<file path="config.mk">
export PLATFORM = sky130hd
export DESIGN_NAME = iogt_ctrl
export DESIGN_NICKNAME = d
export VERILOG_FILES = /design/src/rtl/core/iogt_pkg.sv /design/src/rtl/core/iogt_ctrl.sv
export VERILOG_INCLUDE_DIRS = /design/src /design/src/rtl/core
export SDC_FILE = /design/constraint.sdc
export NUM_CORES = 1
export LEC_CHECK = 0
export ABC_CLOCK_PERIOD_IN_PS = 2200
export BUFFER_PORTS_ARGS = -buffer_cell sky130_fd_sc_hd__buf_4
export CORE_AREA = 2 2 39 41
export CTS_BUF_LIST = sky130_fd_sc_hd__clkbuf_16
export DETAILED_ROUTE_END_ITERATION = 8
export DIE_AREA = 0 0 41 43
export PLACE_DENSITY = 0.73
export SETUP_SLACK_MARGIN = 0.15
export SYNTH_ARGS = -nofsm -noshare
export SYNTH_HDL_FRONTEND = slang
export SYNTH_SLANG_ARGS = --single-unit
</file>
<file path="constraint.sdc">
create_clock -name clk -period 2.2 [get_ports clk]
set_input_delay 0.11 -clock clk [delete_from_list [all_inputs] [get_ports clk]]
set_output_delay 0.11 -clock clk [all_outputs]
set_load 0.02 [all_outputs]
</file>
<file path="src/rtl/core/iou_greedy_object_tracker_defines.svh">
// Assertion helpers shared by the tracker modules.
`ifndef IOU_GREEDY_OBJECT_TRACKER_DEFINES_SVH
`define IOU_GREEDY_OBJECT_TRACKER_DEFINES_SVH

// Consequent must hold in the same cycle as the antecedent.
`define IOGT_ASSERT_NOW(lbl, ante, cons, msg) \
  lbl: assert property (@(posedge clk) disable iff (rst) (ante) |-> (cons)) else $error(msg);

// Consequent must hold in the cycle after the antecedent.
`define IOGT_ASSERT_NEXT(lbl, ante, cons, msg) \
  lbl: assert property (@(posedge clk) disable iff (rst) (ante) |=> (cons)) else $error(msg);

`endif

</file>
<file path="src/rtl/core/iogt_pkg.sv">
package iogt_pkg;

  localparam int COORD_BITS = 12;
  localparam int COUNT_BITS = 8;
  localparam int AREA_W     = 2 * COORD_BITS;
  localparam int UNI_W      = AREA_W + 1;
  localparam int IOU_FRAC   = 16;
  localparam int Q_W        = IOU_FRAC + 1;

  localparam logic [COUNT_BITS-1:0] COUNT_MAX = '1;

  // Configuration register indexes
  localparam logic [1:0] CFG_IOU_THR  = 2'd0;
  localparam logic [1:0] CFG_MAX_MISS = 2'd1;
  localparam logic [1:0] CFG_MIN_HIT  = 2'd2;

  localparam logic CMD_DET = 1'b0;
  localparam logic CMD_EOF = 1'b1;

  typedef struct packed {
    logic                  cmd;
    logic [63:0]           frame_time;
    logic [7:0]            det_class;
    logic [COORD_BITS-1:0] box_left;
    logic [COORD_BITS-1:0] box_top;
    logic [COORD_BITS-1:0] box_width;
    logic [COORD_BITS-1:0] box_height;
  } item_t;

  typedef struct packed {
    logic [31:0]           track_id;
    logic [7:0]            track_class;
    logic [COORD_BITS-1:0] out_left;
    logic [COORD_BITS-1:0] out_top;
    logic [COORD_BITS-1:0] out_width;
    logic [COORD_BITS-1:0] out_height;
    logic [63:0]           first_seen;
    logic [63:0]           last_seen;
    logic [COUNT_BITS-1:0] hits;
    logic [COUNT_BITS-1:0] misses;
    logic                  none_confirmed;
    logic                  last_of_frame;
  } result_t;

  // One track table entry
  typedef struct packed {
    logic [31:0]           id;
    logic [7:0]            cls;
    logic [COORD_BITS-1:0] left;
    logic [COORD_BITS-1:0] top;
    logic [COORD_BITS-1:0] width;
    logic [COORD_BITS-1:0] height;
    logic [63:0]           first_time;
    logic [63:0]           last_time;
    logic [COUNT_BITS-1:0] hits;
    logic [COUNT_BITS-1:0] misses;
  } entry_t;

  typedef enum logic [3:0] {
    S_IDLE, S_RD, S_EVAL, S_CHK, S_DIV, S_DECIDE, S_UWR, S_NEW,
    S_ARD, S_AGE, S_EMIT, S_FLUSH
  } state_t;

  // Controller to datapath
  typedef struct packed {
    logic load;
    logic rd_idx;
    logic rd_pick;
    logic eval;
    logic chk;
    logic div_cmp;
    logic idx_inc;
    logic upd;
    logic new_ent;
    logic age;
    logic emit;
    logic flush;
  } cmd_t;

  // Datapath to controller
  typedef struct packed {
    logic last_idx;
    logic cand;
    logic div_done;
    logic pick_found;
    logic emit_ok;
    logic out_free;
  } stat_t;

  function automatic logic [COUNT_BITS-1:0] sat_inc(input logic [COUNT_BITS-1:0] v);
    return (v == COUNT_MAX) ? v : v + 1'b1;
  endfunction

  // Overlap of two spans; end points carry one extra bit
  function automatic logic [COORD_BITS-1:0] span_overlap(
    input logic [COORD_BITS-1:0] a0, input logic [COORD_BITS-1:0] aw,
    input logic [COORD_BITS-1:0] b0, input logic [COORD_BITS-1:0] bw);
    logic [COORD_BITS:0] lo, hi, ae, be, d;
    lo = (a0 > b0) ? {1'b0, a0} : {1'b0, b0};
    ae = {1'b0, a0} + {1'b0, aw};
    be = {1'b0, b0} + {1'b0, bw};
    hi = (ae < be) ? ae : be;
    d  = hi - lo;
    return (hi > lo) ? d[COORD_BITS-1:0] : '0;
  endfunction

  function automatic result_t to_result(input entry_t e, input logic last);
    result_t r;
    r.track_id       = e.id;
    r.track_class    = e.cls;
    r.out_left       = e.left;
    r.out_top        = e.top;
    r.out_width      = e.width;
    r.out_height     = e.height;
    r.first_seen     = e.first_time;
    r.last_seen      = e.last_time;
    r.hits           = e.hits;
    r.misses         = e.misses;
    r.none_confirmed = 1'b0;
    r.last_of_frame  = last;
    return r;
  endfunction

endpackage

</file>
<file path="src/rtl/core/iogt_ctrl.sv">
`include "iou_greedy_object_tracker_defines.svh"

module iogt_ctrl
  import iogt_pkg::*;
(
  input  logic  clk,
  input  logic  rst,
  input  logic  item_valid,
  input  logic  item_eof,
  output logic  item_stall,
  input  stat_t st,
  output cmd_t  cmd
);

  state_t state, state_next;

  // State register
  always_ff @(posedge clk) begin
    if (rst) begin
      state <= S_IDLE;
    end else begin
      state <= state_next;
    end
  end

  // Next state and commands
  always_comb begin
    state_next = state;
    cmd        = '0;
    item_stall = (state != S_IDLE);
    unique case (state)
      S_IDLE: begin
        if (item_valid) begin
          cmd.load   = 1'b1;
          state_next = (item_eof == CMD_EOF) ? S_ARD : S_RD;
        end
      end
      S_RD: begin
        cmd.rd_idx = 1'b1;
        state_next = S_EVAL;
      end
      S_EVAL: begin
        cmd.eval   = 1'b1;
        state_next = S_CHK;
      end
      S_CHK: begin
        cmd.chk = 1'b1;
        if (st.cand) begin
          state_next = S_DIV;
        end else if (st.last_idx) begin
          state_next = S_DECIDE;
        end else begin
          cmd.idx_inc = 1'b1;
          state_next  = S_RD;
        end
      end
      S_DIV: begin
        if (st.div_done) begin
          cmd.div_cmp = 1'b1;
          if (st.last_idx) begin
            state_next = S_DECIDE;
          end else begin
            cmd.idx_inc = 1'b1;
            state_next  = S_RD;
          end
        end
      end
      S_DECIDE: begin
        if (st.pick_found) begin
          cmd.rd_pick = 1'b1;
          state_next  = S_UWR;
        end else begin
          state_next = S_NEW;
        end
      end
      S_UWR: begin
        cmd.upd    = 1'b1;
        state_next = S_IDLE;
      end
      S_NEW: begin
        cmd.new_ent = 1'b1;
        state_next  = S_IDLE;
      end
      S_ARD: begin
        cmd.rd_idx = 1'b1;
        state_next = S_AGE;
      end
      S_AGE: begin
        cmd.age    = 1'b1;
        state_next = S_EMIT;
      end
      S_EMIT: begin
        cmd.emit = 1'b1;
        if (st.emit_ok) begin
          if (st.last_idx) begin
            state_next = S_FLUSH;
          end else begin
            cmd.idx_inc = 1'b1;
            state_next  = S_ARD;
          end
        end
      end
      S_FLUSH: begin
        cmd.flush = 1'b1;
        if (st.out_free) begin
          state_next = S_IDLE;
        end
      end
      default: state_next = S_IDLE;
    endcase
  end

  `IOGT_ASSERT_NOW(a_div_done_in_div, st.div_done, state == S_DIV, "divide finished outside S_DIV")
  `IOGT_ASSERT_NEXT(a_flush_to_idle, (state == S_FLUSH) && st.out_free, state == S_IDLE, "flush did not end frame")
  `IOGT_ASSERT_NEXT(a_load_stalls, (state == S_IDLE) && item_valid, item_stall, "no stall after request")

endmodule

</file>
After elaboration in Yosys (flattened, before gate mapping)
Cells that the tools add are included.
{"block": "classes", "bitwise": 0, "div_mod_pow": 0, "shifts": 0, "reduce_logical": 4, "n_addsub": 0, "n_eq_ne": 15, "n_lt_le_gt_ge": 0, "mul": 0, "n_mux": 28}
{"op": "one-hot mux 4 bit (10 select lines)", "count": 1}
{"op": "2-to-1 mux 4 bit", "count": 5}
{"op": "2-to-1 mux 1 bit", "count": 17}
{"op": "== test 4 x 3 -> 1 bit, second input constant", "count": 4}
{"op": "== test 4 bit, second input constant", "count": 4}
{"op": "== test 4 x 2 -> 1 bit, second input constant", "count": 2}
{"op": "!= test 2 bit, second input constant", "count": 4}
{"op": "2-to-1 mux 3 bit", "count": 2}
{"op": "== test 4 x 1 -> 1 bit, second input constant", "count": 1}
{"op": "logical NOT 4 bit", "count": 1}
{"op": "2-to-1 mux 2 bit", "count": 2}
{"op": "AND reduction 4 bit", "count": 1}
{"op": "nonzero test 4 bit", "count": 1}
{"op": "one-hot mux 1 bit (3 select lines)", "count": 1}
{"op": "OR reduction 2 bit", "count": 1}
{"block": "totals", "mem_bits_rw": 0, "latchBits": 0, "output_inout_bits": 13, "elab_cells": 48, "memories": 0, "romBits": 0, "register_bits": 4, "in_bits": 10}

Depth between registers and ports, before layout
Gate-level depths: netlist (run 1).
{"block": "depth", "depth_word": 3, "ltp_mapped": 6, "ltp_nobuf": 4}

Worst setup path before layout (run 1)
Ideal clock, no wire load.
{"block": "synth_path", "kind": "reg-to-output", "from": "register state[3]", "to": "output cmd[5] (netlist name)", "t_arrival_ns": 1.636, "n_path_buf": 1, "required_time_ns": 2.090, "slack_ns": 0.454, "path_stages_with_launch": 6, "path_cell_list": "dfxtp_1 > buf_2 > nor4b_1 > and2_1 > a21oi_1 > nor3_1"}
{"item": "start, declared", "line_no": "iogt_ctrl.sv:15", "rtl": "state_t state, state_next;"}
{"item": "start signal, assigned", "line_no": "iogt_ctrl.sv:22", "rtl": "state <= state_next;"}
{"item": "end, declared", "line_no": "iogt_ctrl.sv:12", "rtl": "output cmd_t cmd"}

==> results.toml, run 1 <==
[status]
status = "finished clean"

[cells_and_area]
area_delta_synth_final_pct = 42.5
final_common_cell = "buf_4"
n_antenna_cell = 0
final_core_util_pct = 57.6
top_register = "state"
layout_common_cells = "25 x buf_4, 11 x nor2_1, 7 x a21oi_1"
finalNonFillerCells = 119
nNetsFinal = 115
stdcell_area_um2 = 797
top_regs = "state x4"
largest_reg_flops = 4
fillCellCount = 146
drive_gt1_share_pct = 32.0

[pwr]
powerDensity_nw_per_um2 = 1390
irDropWorstVdd_uv = 602
p_leak_nw = 0.339
finalPower_mw = 1.11

[place]
port_buffers = 22
hpwlAfterDp_um = 1130
place_ws_ps = 425
place.gp.congestion = 0.861
placed_area_um2 = 719
dp.cells = 116

[timing]
setup_ws_ps = 316
slew_headroom_pct = 67.1
period_minus_slack_ps = 1880
finalCritPeriodShare_pct = 85.6
setup_tns_ps = 0
fmax_ghz = 0.531
slew_viol_final = 0
rsz0062_at_grt = "no"
worst_slew_pin_slew_ps = 493
fin_skew_ps = 0.898
holdWs_ps = 89.4
setup_violations = 0
hold_viol_final = 0

[global_routing]
grt_pass1_wl_um = 2720
grt_start_max_net_pins = 19
antenna_found_initial = 0
grt_pass1_vias = 620
track_usage_pct = 21.6
gr-total-overflow = 0

[setup_path]
cp_top_family = "flip-flops"
path_class = "reg -> out"
cp_slowest_cell = "dfxtp_1"
end_kind = "output pin"
worst_ep_required_time_ps = 2090
start_kind = "flip-flop"
cp.arrival_ps = 1770
cp_max_fo = 15
cp_cell_sequence = "nand2b_1 > o2bb2ai_1 > a21oi_1 > nor3_1 > buf_4"
path_buf_inv = 1
cpPeakStageDelay_ps = 620

[routing]
drcViolationCount = 0
drtAntennaViolNets = 0
first_pass_iters = 4
first_iter_violations = 24
wl_per_cell_um = 13.9
viasPerCell = 5.90
via_count = 702
finalWirelength_um = 1660

[clock_network]
path_clk_slew_ps = 30
cts-htree-levels = 1
clk_path_buf_depth = 2
clk_latency_ps = 220
cts_tree = "built"
cts_made_buffers = 3
clock-sinks = 4
root_buffer = "clkbuf_16"
post_cts_buffers = 0

[synthesis]
async_reset_ff_share_pct = 0
ys_seq_elements = 4
syn_area_per_cell_um2 = 6.66
synthCells = 84
syn_area_um2 = 559
synth_fp_nets = 94
ys_warn_count = 0
synthFlopType = "dfxtp_1"
synth.distinct_cells = 37
yosysSeqAreaShare_pct = 14.3
synth-edff-count = 0

[floorplanning]
initial_core_util_pct = 40.4
rows = 14
die_area_um2 = 1760
core-area_um2 = 1380
io_pins = 23
die_y_um = 43
die_x_um = 41

[worst_hold_path]
hold_class = "in -> reg"

[job]
cap_violations = 0
## routing by layer
metal	vias up	routed length, um	global-route usage (%)
li1	346	-	-
met1	325	717	29.2
met2	27	809	32.2
met3	4	104	6.81
met4	0	25	5.33
met5	-	0	0
## path summary, 6_finish.rpt
check | startpoint | to | slack (ps) | depth (start not counted)
setup reg to reg | state[0] | state[1] | 530 | 4
hold reg to reg | state[3] | state[3] | 630 | 2
setup / recovery | state[0] | cmd[5] | 320 | 5
hold / removal | rst | state[3] | 90 | 2
## what timing repair did
action,CTS,global route
setup endpoints to repair,0,1
hold buffers,0,0
resized for setup,0,2
## cell usage after synthesis (2+ instances only)
cell type / instances / area [um2]
nor2_1: 11 / 41.3
o32ai_1: 2 / 17.5
o21ai_1: 2 / 10.0
nand2_1: 5 / 18.8
a21oi_1: 7 / 35.0
buf_2: 5 / 25.0
dfxtp_1: 4 / 80.1
a22oi_1: 2 / 15.0
nor3_1: 5 / 25.0
nand2b_1: 5 / 31.3
clkbuf_1: 2 / 7.51
a211o_1: 2 / 17.5
inv_1: 2 / 7.51
or3_1: 2 / 12.5
nor2b_1: 3 / 18.8
o21ai_0: 4 / 20.0
## worst reg2reg max path, stage by stage, from the launching register on
cell and delay (ps):
dfxtp_1 620, nand2_1 230, o32a_2 420, a21oi_1 190, a311oi_2 70
## power by group
part           switching [mW]  leakage, nW  internal [mW]
Sequential              0.101       0.0338          0.104
Combinational           0.336        0.268          0.279
Clock                  0.0536       0.0370          0.232
Total                   0.491        0.339          0.616
## cells by family (layout without fill, tap and decap cells)
kind of cell	count (synthesis)	in the layout	share of synthesized area, %
AOI/OAI and AO/OA	30	30	38.0
buffers and inverters	11	30	9.84
DFF	4	4	14.3
and+or+nand+nor	39	39	37.8
## final cells by class
class	instances	area, um2	share of cell area [%]
tap	16	20.0	2.51
inverter	2	7.51	0.942
multi-input combinational	69	424	53.2
clock buffer	3	75.1	9.42
sequential	4	82.6	10.4
timing repair buffer	25	188	23.5
Power figures use the tool's default switching activity.
==> run 2, diff against run 1 <==
ABC_CLOCK_PERIOD_IN_PS = 1500   (was 2200)
CORE_AREA = 2 2 40 42   (was 2 2 39 41)
DIE_AREA = 0 0 42 44   (was 0 0 41 43)
clock period = 1.5 ns   (was 2.2 ns; I/O delays follow)
==> results.toml, run 2 (synthesized netlist as in run 1, its figures left out) <==
[timing]
rsz0062_at_grt = "yes"
setup_ws_ps = -67.5
fmax_ghz = 0.638
period_minus_slack_ps = 1570
finalCritPeriodShare_pct = 104
setup_tns_ps = -122
fin_skew_ps = 1.72
slew_headroom_pct = 70.0
holdWs_ps = 54.0
setup_violations = 2
hold_viol_final = 0
worst_slew_pin_slew_ps = 446
slew_viol_final = 0

[floorplanning]
die_area_um2 = 1850
die_y_um = 44
rows = 14
core-area_um2 = 1420
io_pins = 23
initial_core_util_pct = 39.4
die_x_um = 42

[status]
violations = "setup timing"
status = "complete, but fails checks"

[global_routing]
grt_pass1_vias = 754
gr-total-overflow = 0
grt_start_max_net_pins = 12
antenna_found_initial = 0
track_usage_pct = 25.0
grt_pass1_wl_um = 3450

[setup_path]
worst_ep_required_time_ps = 1600
cpPeakStageDelay_ps = 390
path_class = "reg -> reg"
cp_cell_sequence = "buf_4 > nor3_1 > o21ai_2 > buf_4 > a21oi_2 > a311oi_2"
cp.arrival_ps = 1660
start_kind = "flip-flop"
cp_top_family = "simple AND/OR/NAND/NOR gates"
cp_common_cell = "buf_4"
end_kind = "flip-flop"
r2r_slack_ps = -70
path_buf_inv = 2
worstReg2RegEnd = "state[1]"
reg2reg_depth = 6
worstReg2RegStart = "state[3]"
startpoint = "state[3]"
cp_slowest_cell = "nor3_1"
cp_max_fo = 6

[place]
hpwlAfterDp_um = 1330
port_buffers = 22
place.gp.congestion = 0.871

[routing]
drtAntennaViolNets = 0
finalWirelength_um = 2780
first_pass_iters = 4
first_iter_violations = 28
drcViolationCount = 0
via_count = 896
viasPerCell = 6.45
wl_per_cell_um = 20.0

[cells_and_area]
area_delta_synth_final_pct = 112
seqCellArea_um2 = 92.6
nNetsFinal = 135
fillCellCount = 77
multi_input_area_um2 = 607
final_common_cell = "buf_4"
largest_reg_flops = 4
final_core_util_pct = 83.5
n_antenna_cell = 0
layout_common_cells = "33 x buf_4, 12 x buf_6, 8 x nor2_1"
top_regs = "state x4"
top_register = "state"
drive_gt1_share_pct = 65.0

[worst_hold_path]
min_path_cells = 2
hold_class = "in -> reg"
hp-start = "rst"
hold_path_end = "state[0]"

[clock_network]
cts_made_buffers = 3
clk_path_buf_depth = 2
cts_tree = "built"
root_buffer = "clkbuf_16"
clock-sinks = 4
clk_latency_ps = 230
cts-htree-levels = 1
path_clk_slew_ps = 30

[pwr]
irDropWorstVdd_uv = 1090
p_leak_nw = 0.503
powerDensity_nw_per_um2 = 2020

[job]
cap_violations = 0
[run 2: power breakdown]
part	internal, mW	switching [mW]	total [mW]
clock	0.341	0.0815	0.423
sequential	0.174	0.143	0.317
combinational	0.799	0.853	1.65
total	1.31	1.08	2.39
[run 2: routing by layer]
metal	part of all wire [%]	global-route usage [%]	vias up
met3	5.7	5.83	16
li1	-	-	390
met1	42	29.9	446
met4	3.3	7.74	0
met5	0	0	-
met2	49	44.4	44
[run 2: stage by stage]
stage | cell area (um2) | std cells | total power [mW] | setup slack (ps)
3_3_place_gp | 831 | 127 | 1.36 | 2.07
2_1_floorplan | 588 | 84 | 0.945 | 45.1
6_report | 1180 | 139 | 2.39 | -67.5
5_1_grt | 1180 | 139 | 2.49 | -130
3_5_place_dp | 831 | 127 | 1.38 | -6.36
4_1_cts | 1050 | 135 | 2.06 | -6.34
[run 2: area by class of cell]
type / count / share of cell area (%)
multi-input combinational: 69 / 51.2
timing repair buffer: 45 / 32.3
sequential: 4 / 7.81
clock buffer: 3 / 6.34
tap: 16 / 1.69
inverter: 2 / 0.634
[run 2: how the worst max path moves through the flow]
stage	to	slack (ps)	depth (start not counted)
after CTS	cmd[5]	-6	5
after global routing	cmd[5]	-130	6
final	state[1]	-70	6
after global placement	state[0]	2	5
after floorplan	state[1]	50	5
after detailed placement	state[2]	-6	4
[run 2: timing repair]
item / 4_1_cts / 5_1_grt
pin swaps: 11 / 11
gates cloned: 0 / 0
resized for setup: 28 / 27
setup buffers: 5 / 4
hold buffers: 0 / 0
setup endpoints to repair: 15 / 15
[run 2: worst reg2reg max path, stage by stage, from the launching register on]
cell and delay, ps:
dfxtp_4 370, buf_4 160, nor3_1 390, o21ai_2 150, buf_4 170, a21oi_2 150
a311oi_2 50
==> run 3, diff against run 2 <==
ABC_CLOCK_PERIOD_IN_PS = 1660   (was 1500)
CORE_AREA = 2 2 39 41   (was 2 2 40 42)
DIE_AREA = 0 0 41 43   (was 0 0 42 44)
clock period = 1.66 ns   (was 1.5 ns; I/O delays follow)
==> results.toml, run 3 (synthesized netlist as in run 1, its figures left out) <==
[timing]
finalCritPeriodShare_pct = 96.9
rsz0062_at_grt = "yes"
hold_viol_final = 0
slew_headroom_pct = 69.7
fin_skew_ps = 0.580
worst_slew_pin_slew_ps = 450
setup_violations = 0
slew_viol_final = 0
period_minus_slack_ps = 1610
holdWs_ps = 50.2
setup_ws_ps = 51.5
fmax_ghz = 0.622

[pwr]
finalPower_mw = 1.77
irDropWorstVdd_uv = 935
power.internal_mw = 1.00
p_seq_share_pct = 14.9
powerDensity_nw_per_um2 = 1780
switchingPower_mw = 0.764
p_leak_nw = 0.424
swShare_pct = 43.3
power_frac_comb_pct = 63.4
clkPwrFrac_pct = 21.8

[global_routing]
grt_start_max_net_pins = 14
antenna_found_initial = 0
grt_pass1_wl_um = 2940
gr-total-overflow = 0
track_usage_pct = 25.4
grt_pass1_vias = 677

[place]
place_ws_ps = 96.0
port_buffers = 22
hpwlAfterDp_um = 1260
place.gp.congestion = 0.825

[worst_hold_path]
hold_class = "in -> reg"

[cells_and_area]
area_delta_synth_final_pct = 77.9
final_core_util_pct = 71.9
fillCellCount = 105
multi_input_area_um2 = 499
top_regs = "state x4"
drive_gt1_share_pct = 50.4
final_common_cell = "buf_4"
nNetsFinal = 127
layout_common_cells = "34 x buf_4, 11 x nor2_1, 5 x nand2_1, 5 x a21oi_1"
largest_reg_flops = 4
n_antenna_cell = 0
seqCellArea_um2 = 95.1
top_register = "state"

[setup_path]
path_class = "reg -> out"
start_kind = "flip-flop"
end_kind = "output pin"
worst_ep_required_time_ps = 1580
cp.arrival_ps = 1530
cp_max_fo = 8

[floorplanning]
die_x_um = 41
die_y_um = 43
core-area_um2 = 1380
initial_core_util_pct = 40.4
die_area_um2 = 1760
io_pins = 23
rows = 14

[routing]
via_count = 762
drcViolationCount = 0
finalWirelength_um = 1990
wl_per_cell_um = 15.2
viasPerCell = 5.82
first_pass_iters = 4
first_iter_violations = 29
drtAntennaViolNets = 0

[clock_network]
clk_latency_ps = 230
clock-sinks = 4
path_clk_slew_ps = 30
cts-htree-levels = 1
clk_path_buf_depth = 2
cts_tree = "built"
root_buffer = "clkbuf_16"
cts_made_buffers = 3
cts_hold_repair.buffers = 0

[job]
cap_violations = 0

[status]
status = "finished clean"
[run 3: metal layers]
layer | share of wire (%) | GRT usage, % | vias to the layer above | routed length [um]
li1 | - | - | 376 | -
met1 | 44 | 31.8 | 365 | 868
met2 | 51 | 37.5 | 17 | 1010
met3 | 3.6 | 7.33 | 4 | 71
met4 | 2.1 | 13.3 | 0 | 42
met5 | 0 | 0 | - | 0
[run 3: worst paths after layout]
check / from / end / slack (ps) / depth (start not counted)
max: state[2] / cmd[5] / 50 / 6
min: rst / state[0] / 50 / 2
max reg2reg: state[3] / state[1] / 150 / 4
min reg2reg: state[3] / state[3] / 600 / 2
[run 3: power groups by stage]
stage          Clock (mW)  Combinational, mW  Sequential (mW)
2_1_floorplan           0              0.702            0.148
3_3_place_gp            0              0.921            0.232
4_1_cts             0.388              0.994            0.266
3_5_place_dp            0              0.932            0.235
5_1_grt             0.395               1.20            0.270
6_report            0.384               1.12            0.263
[run 3: cell type report]
type,instances,share of cell area (%)
well taps,16,2.01
flip-flops and latches,4,9.56
repair buffers,37,29.9
multi-input cells,69,50.2
inverters,2,0.755
clock buffers,3,7.55
[run 3: what timing repair did]
action / CTS / global route
buffers inserted: 4 / 3
gates resized for setup: 12 / 10
pin swaps: 4 / 2
setup endpoints to repair: 9 / 7
[run 3: worst max-delay path, stage by stage, from the launching register on]
cell and delay, ps:
dfxtp_4 370, buf_6 130, nor4b_4 240, and2_4 210
a21oi_2 40, nor3_2 150, buf_4 160
[run 3: metrics by stage]
| step | std cells | instance area (um2) | TNS [ps] |
|---|---|---|---|
| floorplan | 84 | 588 | 0 |
| global placement | 121 | 798 | 0 |
| detailed placement | 121 | 798 | 0 |
| CTS | 128 | 940 | 0 |
| global route | 131 | 995 | -8.51 |
| finish | 131 | 995 | 0 |
